--- src/rtl/assert_macros.svh ---
// Assertion macros used by the RTL scoreboard core.
`ifndef ASSERT_MACROS_SVH
`define ASSERT_MACROS_SVH

// Checks expr at every clock edge outside reset.
`define ASSERT_ALWAYS(label, clk, rst, expr, msg) \
  label: assert property (@(posedge clk) disable iff (rst) (expr)) else $error(msg);

// Checks that cons holds in the cycle after ante.
`define ASSERT_NEXT(label, clk, rst, ante, cons, msg) \
  label: assert property (@(posedge clk) disable iff (rst) (ante) |=> (cons)) else $error(msg);

// Checks that cons holds in the same cycle as ante.
`define ASSERT_SAME(label, clk, rst, ante, cons, msg) \
  label: assert property (@(posedge clk) disable iff (rst) (ante) |-> (cons)) else $error(msg);

`endif

--- src/rtl/vois_pkg.sv ---
// Package with the operation codes and register tables of the vector scoreboard.
package vois_pkg;

  localparam int REG_IDX_W  = 4;
  localparam int VEC_OUT_W  = 11;
  localparam int KIND_COUNT = 9;

  localparam logic [REG_IDX_W-1:0] REG_OUT = 4'd8;
  localparam logic [REG_IDX_W-1:0] REG_TA  = 4'd9;
  localparam logic [REG_IDX_W-1:0] REG_TB  = 4'd10;

  typedef enum logic [1:0] {
    MODE_ISSUE    = 2'd0,
    MODE_COMPLETE = 2'd1,
    MODE_WRITE    = 2'd2
  } mode_t;

  typedef enum logic [3:0] {
    KIND_VLOAD     = 4'd0,
    KIND_AAMUL02   = 4'd1,
    KIND_AAMUL12   = 4'd2,
    KIND_AAMUL21   = 4'd3,
    KIND_AAMUL31   = 4'd4,
    KIND_TRIADD012 = 4'd5,
    KIND_TRIADD321 = 4'd6,
    KIND_OACC      = 4'd7,
    KIND_VSTORE    = 4'd8
  } kind_t;

  typedef logic [VEC_OUT_W-1:0] vec_mask_t;

  function automatic vec_mask_t bit_of(logic [REG_IDX_W-1:0] idx);
    return vec_mask_t'(1) << idx;
  endfunction

  // Registers that must all be ready before a kind may issue.
  function automatic vec_mask_t need_mask(logic [3:0] kind);
    vec_mask_t m;
    m = '0;
    unique case (kind)
      KIND_VLOAD:     m = '0;
      KIND_AAMUL02:   m = bit_of(4'd0) | bit_of(4'd2);
      KIND_AAMUL12:   m = bit_of(4'd1) | bit_of(4'd2);
      KIND_AAMUL21:   m = bit_of(4'd2) | bit_of(4'd1);
      KIND_AAMUL31:   m = bit_of(4'd3) | bit_of(4'd1);
      KIND_TRIADD012: m = bit_of(4'd0) | bit_of(REG_TA) | bit_of(REG_TB);
      KIND_TRIADD321: m = bit_of(4'd3) | bit_of(REG_TB) | bit_of(REG_TA);
      KIND_OACC:      m = bit_of(REG_OUT) | bit_of(4'd0) | bit_of(4'd3);
      KIND_VSTORE:    m = bit_of(REG_OUT);
      default:        m = '0;
    endcase
    return m;
  endfunction

  // Register whose ready bit an issue clears and a completion sets.
  function automatic logic [REG_IDX_W-1:0] target_reg(logic [3:0] kind,
                                                      logic [REG_IDX_W-1:0] dest);
    logic [REG_IDX_W-1:0] t;
    t = '0;
    unique case (kind)
      KIND_VLOAD:     t = dest;
      KIND_AAMUL02:   t = 4'd0;
      KIND_AAMUL12:   t = REG_TA;
      KIND_AAMUL21:   t = REG_TB;
      KIND_AAMUL31:   t = 4'd3;
      KIND_TRIADD012: t = 4'd0;
      KIND_TRIADD321: t = 4'd3;
      KIND_OACC:      t = REG_OUT;
      KIND_VSTORE:    t = REG_OUT;
      default:        t = '0;
    endcase
    return t;
  endfunction

endpackage

--- src/rtl/vector_op_issue_scoreboard_core.sv ---
// Ready-bit scoreboard for the vector registers of the accelerator.
//
// Usage: raise start for one cycle with mode, op_kind, load_dest, entry_index
// and entry_value. Mode 0 checks whether the operation may issue and, if so,
// marks its target busy; mode 1 marks the target ready again on completion;
// mode 2 writes one ready bit directly.
// The transaction is taken at the edge where start is high and busy is low.
// busy stays low, so a new transaction may be taken in every cycle.
// An accepted transaction passes the input register, then the result
// register; done is then high for exactly one cycle with can_issue and
// ready_vector, the ready bits as they stand after the step. The input
// register feeds one level of decode and mask logic that updates the ready
// bits and the result register at the same edge, so the next transaction
// always sees the state left by the one before it: 1 transaction per cycle.
// The receiver cannot stall; each result is shown once and then replaced.
// Reset marks every register busy (ready bits 0) and drops any pending
// transaction; no result appears for it.
`include "assert_macros.svh"

module vector_op_issue_scoreboard_core
  import vois_pkg::*;
#(
  parameter int NUM_VECS = 11
) (
  input  logic                 clk,
  input  logic                 rst,
  input  logic                 start,
  output logic                 busy,
  input  logic [1:0]           mode,
  input  logic [3:0]           op_kind,
  input  logic [3:0]           load_dest,
  input  logic [3:0]           entry_index,
  input  logic                 entry_value,
  output logic                 done,
  output logic                 can_issue,
  output logic [VEC_OUT_W-1:0] ready_vector
);

  typedef logic [NUM_VECS-1:0] ready_t;

  // Input register.
  logic                 in_valid;
  logic [1:0]           in_mode;
  logic [3:0]           in_kind;
  logic [3:0]           in_dest;
  logic [3:0]           in_index;
  logic                 in_value;

  ready_t               ready_bits;
  ready_t               ready_bits_next;
  logic                 ok_next;

  ready_t               need;
  ready_t               tgt_bit;
  ready_t               wr_bit;
  logic                 kind_ok;
  logic                 tgt_ok;
  logic                 wr_ok;
  logic [3:0]           tgt_idx;

  assign busy = 1'b0;

  always_ff @(posedge clk) begin
    if (rst) begin
      in_valid <= 1'b0;
    end else begin
      in_valid <= start && !busy;
    end
    if (start && !busy) begin
      in_mode  <= mode;
      in_kind  <= op_kind;
      in_dest  <= load_dest;
      in_index <= entry_index;
      in_value <= entry_value;
    end
  end

  always_comb begin
    kind_ok = int'(in_kind) < KIND_COUNT;
    need    = NUM_VECS'(need_mask(in_kind));
    tgt_idx = target_reg(in_kind, in_dest);
    tgt_ok  = kind_ok && (int'(tgt_idx) < NUM_VECS);
    tgt_bit = tgt_ok ? (NUM_VECS'(1) << tgt_idx) : '0;
    wr_ok   = int'(in_index) < NUM_VECS;
    wr_bit  = wr_ok ? (NUM_VECS'(1) << in_index) : '0;

    ready_bits_next = ready_bits;
    ok_next         = 1'b0;
    if (in_valid) begin
      unique case (in_mode)
        MODE_ISSUE: begin
          if (kind_ok && ((ready_bits & need) == need)) begin
            ok_next         = 1'b1;
            ready_bits_next = ready_bits & ~tgt_bit;
          end
        end
        MODE_COMPLETE: ready_bits_next = ready_bits | tgt_bit;
        MODE_WRITE: begin
          if (in_value) begin
            ready_bits_next = ready_bits | wr_bit;
          end else begin
            ready_bits_next = ready_bits & ~wr_bit;
          end
        end
        default: ready_bits_next = ready_bits;
      endcase
    end
  end

  // Result register and scoreboard state.
  always_ff @(posedge clk) begin
    if (rst) begin
      ready_bits <= '0;
      done       <= 1'b0;
    end else begin
      ready_bits <= ready_bits_next;
      done       <= in_valid;
    end
    can_issue    <= ok_next;
    ready_vector <= ready_bits_next[VEC_OUT_W-1:0];
  end

  `ASSERT_SAME(a_issue_has_done, clk, rst, can_issue, done, "can_issue without done")
  `ASSERT_NEXT(a_non_issue_fails, clk, rst, in_valid && (in_mode != MODE_ISSUE), !can_issue, "can_issue outside an issue check")
  `ASSERT_NEXT(a_idle_holds_state, clk, rst, !in_valid, $stable(ready_bits), "ready bits changed without a transaction")
  `ASSERT_NEXT(a_vload_issues, clk, rst, in_valid && (in_mode == MODE_ISSUE) && (in_kind == KIND_VLOAD), can_issue, "vload did not issue")

endmodule
--- config.mk ---
export PLATFORM = sky130hd
export DESIGN_NAME = vector_op_issue_scoreboard_core
export DESIGN_NICKNAME = d
export VERILOG_FILES = /design/src/rtl/vois_pkg.sv /design/src/rtl/vector_op_issue_scoreboard_core.sv
export VERILOG_INCLUDE_DIRS = /design/src /design/src/rtl
export SDC_FILE = /design/constraint.sdc
export NUM_CORES = 1
export LEC_CHECK = 0
export BUFFER_PORTS_ARGS = -buffer_cell sky130_fd_sc_hd__buf_2
export CORE_MARGIN = 2
export CORE_UTILIZATION = 35
export CTS_CLUSTER_SIZE = 28
export DETAILED_ROUTE_END_ITERATION = 10
export GPL_TIMING_DRIVEN = 0
export PLACE_DENSITY_LB_ADDON = 0.12
export REMOVE_ABC_BUFFERS = 1
export SLEW_MARGIN = 40
export SYNTH_ARGS = -nofsm -noshare
export SYNTH_HDL_FRONTEND = slang
export SYNTH_SLANG_ARGS = --single-unit
--- constraint.sdc ---
create_clock -name clk -period 4.6 [get_ports clk]
set_clock_uncertainty 0.15 [all_clocks]
set_input_delay 0 -clock clk [delete_from_list [all_inputs] [get_ports clk]]
set_output_delay 0 -clock clk [all_outputs]
set_load 0.1 [all_outputs]
==> results.tsv <==
stage	metric	value	unit
final_layout	Layout Nets	303	
floorplanning	Ports	32	
drt	DR WL met3	225	um
power_and_ir_drop	Switch Pwr	0.000262	W
clock_tree	TritonCTS clock tree	yes	
logic_synthesis	Gate Count Post-Synth	244	
worst_setup_path	R2R depth	5	
worst_hold_path	Hold Startpoint	start	
clock_tree	CTS sink count	46	
clock_tree	Clock Path Buffers	2	
placed_design	Detailed Place HPWL	4.01	mm
placed_design	I/O Buffers	30	
drt	metal2 WL	2.78	mm
logic_synthesis	Mean Syn Cell Area	9.51	um^2
sta	worst hold slack	25.6	ps
drt	total number of vias	1946	
final_layout	register area	1070	um^2
power_and_ir_drop	P per Cell Area	313	nW/um^2
final_layout	antenna cells	0	
drt	Residual DRC	0	
job	Max-cap violations	0	
sta	setup tns final	0	ps
power_and_ir_drop	Leakage	1.04	nW
sta	min Tclk post-route	2590	ps
worst_setup_path	crit start category	flop	
drt	wl on met1	2.78	mm
worst_setup_path	Crit Path Max Fanout	14	
final_layout	Area Growth Syn to Fin	18.7	%
grt	largest net degree at the start of global routing	21	
clock_tree	Clock Latency Late Sink	300	ps
grt	total grt overflow	0	
sta	Tcrit/Tclk final	56.3	%
logic_synthesis	area share of the largest cell type after synthesis	26.8	%
grt	All-Layer GR Usage	17.0	%
worst_setup_path	kind of critical path	reg -> reg	
logic_synthesis	Yosys cell types	50	
drt	DR top layer	met4	
drt	DRT antenna net count	0	
logic_synthesis	most common flop cell mapped by yosys	dfxtp_1	
clock_tree	Num CTS Buffers	5	
floorplanning	num rows	29	
grt	initial antenna violation count	0	
drt	initial detailed-routing violation count	93	
sta	max-slew violations	0	
floorplanning	Die Height	85.4	um
final_layout	share of layout cells above drive strength 1	16.4	%
status	status	finished, final reports clean	
logic_synthesis	Synth area leaders	dfxtp_1 27%, edfxtp_1 19%, mux2i_1 5.6%, nand2_1 3.7%, a21oi_1 3.5%	
power_and_ir_drop	Reg power frac	55.3	%
logic_synthesis	Synth top cells by count	31 x dfxtp_1, 23 x nand2_1, 16 x a21oi_1	
drt	total wire length	5.84	mm
clock_tree	maximum level of the CTS H-tree	2	
worst_setup_path	Reg2Reg Capture Point	ready_vector[3]	
logic_synthesis	Synth Register Bits	46	
logic_synthesis	register area share after synthesis	46.2	%
worst_setup_path	crit path launch	in_kind[0]	
clock_tree	CTS resizes	0	
power_and_ir_drop	Internal Pwr Total	0.000599	W
floorplanning	DIE AREA	7290	um^2
sta	RSZ-0062 raised after global routing	no	
worst_setup_path	Critical R2R Launch	in_kind[0]	
grt	vias in the first global route	1867	
clock_tree	CTS root buffer	clkbuf_8	
power_and_ir_drop	Combinational Power Share	15.7	%
worst_hold_path	Hold Path Sink	in_kind[0]	
logic_synthesis	area leader, netlist	dfxtp_1	
logic_synthesis	Async S/R FF share, synth	0	%
floorplanning	die extent in x	85.4	um
worst_hold_path	hold path cells	1	
power_and_ir_drop	Clock Power Share	29.0	%
drt	WL per Instance	16.3	um
drt	via-per-instance ratio	5.44	
worst_setup_path	CP Capture Type	flop	
worst_hold_path	Hold WC Path Type	in -> reg	
grt	first-pass GRT wire length	9.52	mm
drt	Initial DRT Pass Iterations	4	
worst_setup_path	Critical Path RT	4650	ps
floorplanning	Initial Utilization	36.3	%
sta	Slew headroom	59.4	%
sta	Max Clk Rate	386	MHz
placed_design	Post-Place Cell Area	2500	um^2
sta	final hold vios	0	
worst_setup_path	CP arrival	2630	ps
final_layout	filler instances	656	
logic_synthesis	Cell Area, Synth	2320	um^2
sta	Slew @ Worst Pin	592	ps
power_and_ir_drop	Net Sw Frac	30.4	%
logic_synthesis	most common cell in the netlist	dfxtp_1	
floorplanning	core box area	6390	um^2
final_layout	area of the multi-input gates	1150	um^2
clock_tree	Reg clk slew, reported paths	90	ps
final_layout	post-route cell area	2750	um^2
placed_design	RD Place Congestion	0.807	
logic_synthesis	Warnings, synthesis	0	
power_and_ir_drop	VDD IR max	0.186	mV
worst_setup_path	reg-to-reg slack, setup	2010	ps
sta	final setup vio count	0	
logic_synthesis	EDFF count, synth	15	
placed cells by master (no fill, tap or decap), types with 4 or more instances in the layout:
| master | instances |
|---|---|
| dlygate4sd3_1 | 16 |
| nor4b_1 | 5 |
| clkbuf_8 | 5 |
| nor2_1 | 12 |
| buf_2 | 30 |
| o21ai_0 | 10 |
| mux2i_1 | 13 |
| nand2_1 | 23 |
| nand3_1 | 5 |
| nor4bb_1 | 4 |
| nor3_1 | 6 |
| edfxtp_1 | 15 |
| a21oi_1 | 16 |
| dfxtp_1 | 31 |
| inv_1 | 10 |
| a32o_1 | 8 |
| o22ai_1 | 5 |
| nor2b_1 | 8 |
| ha_1 | 5 |
how the worst max path moves through the flow:
stage / end / slack, ps
after CTS: ready_vector[3] / 2050
after detailed placement: ready_vector[3] / 2070
final: ready_vector[3] / 2010
after global placement: ready_vector[0] / 1880
after floorplan: ready_vector[4] / 2550
after global routing: ready_vector[3] / 1920
layer usage:
metal / up-vias / global-route usage [%]
li1: 982 / -
met2: 37 / 29.1
met3: 5 / 3.89
met5: - / 0
met4: 0 / 4.33
met1: 922 / 21.7
flip-flops by register name, summed over array words and instances (netlist names):
register      cells
ready_bits       11
in_kind           4
in_index          4
done              1
in_mode           2
can_issue         1
need              6
in_valid          1
ready_vector     11
in_dest           4
in_value          1
area by class of cell:
type	instances	share of cell area, %
timing repair buffer	46	11.3
clock inverter	3	0.773
multi-input combinational	171	41.7
sequential	46	38.9
tap	77	3.50
inverter	10	1.36
clock buffer	5	2.50
worst max-delay path: stages (launching register included):
cell and delay [ps]:
edfxtp_1 640, o21ba_2 220, o21ai_0 440, nand3b_1 220, or4_1 510, a32o_1 290
through the flow:
| stage | cells | utilization [%] | setup WS (ps) | total power [W] |
|---|---|---|---|---|
| global placement | 334 | 39.1 | 1880 | 0.000607 |
| detailed placement | 334 | 39.2 | 2070 | 0.000609 |
| finish | 358 | 43.1 | 2010 | 0.000861 |
| global route | 358 | 43.1 | 1920 | 0.000902 |
| CTS | 358 | 43.1 | 2050 | 0.000870 |
| floorplan | 227 | - | 2550 | 0.000564 |
cell families after synthesis:
| kind of cell | share of synthesized area, % |
|---|---|
| flip-flops | 46.2 |
| other | 0.162 |
| AO/OA/AOI/OAI | 18.4 |
| buffers and inverters | 4.53 |
| multiplexers | 6.09 |
| adder cells (fa/ha/maj) | 2.70 |
| AND/OR/NAND/NOR | 21.9 |
what timing repair did:
action | in CTS | in global routing
hold buffers | 16 | 0
hold endpoints to repair | 27 | 0
setup buffers | 0 | 0
power groups by stage:
stage | registers [W] | clock network (W) | logic (W)
6_report | 0.000476 | 0.000250 | 0.000135
5_1_grt | 0.000480 | 0.000272 | 0.000150
4_1_cts | 0.000475 | 0.000260 | 0.000135
3_5_place_dp | 0.000484 | 0 | 0.000125
3_3_place_gp | 0.000483 | 0 | 0.000124
2_1_floorplan | 0.000495 | 0 | 0.0000688
Note: power is estimated with default switching activity, not from simulation.
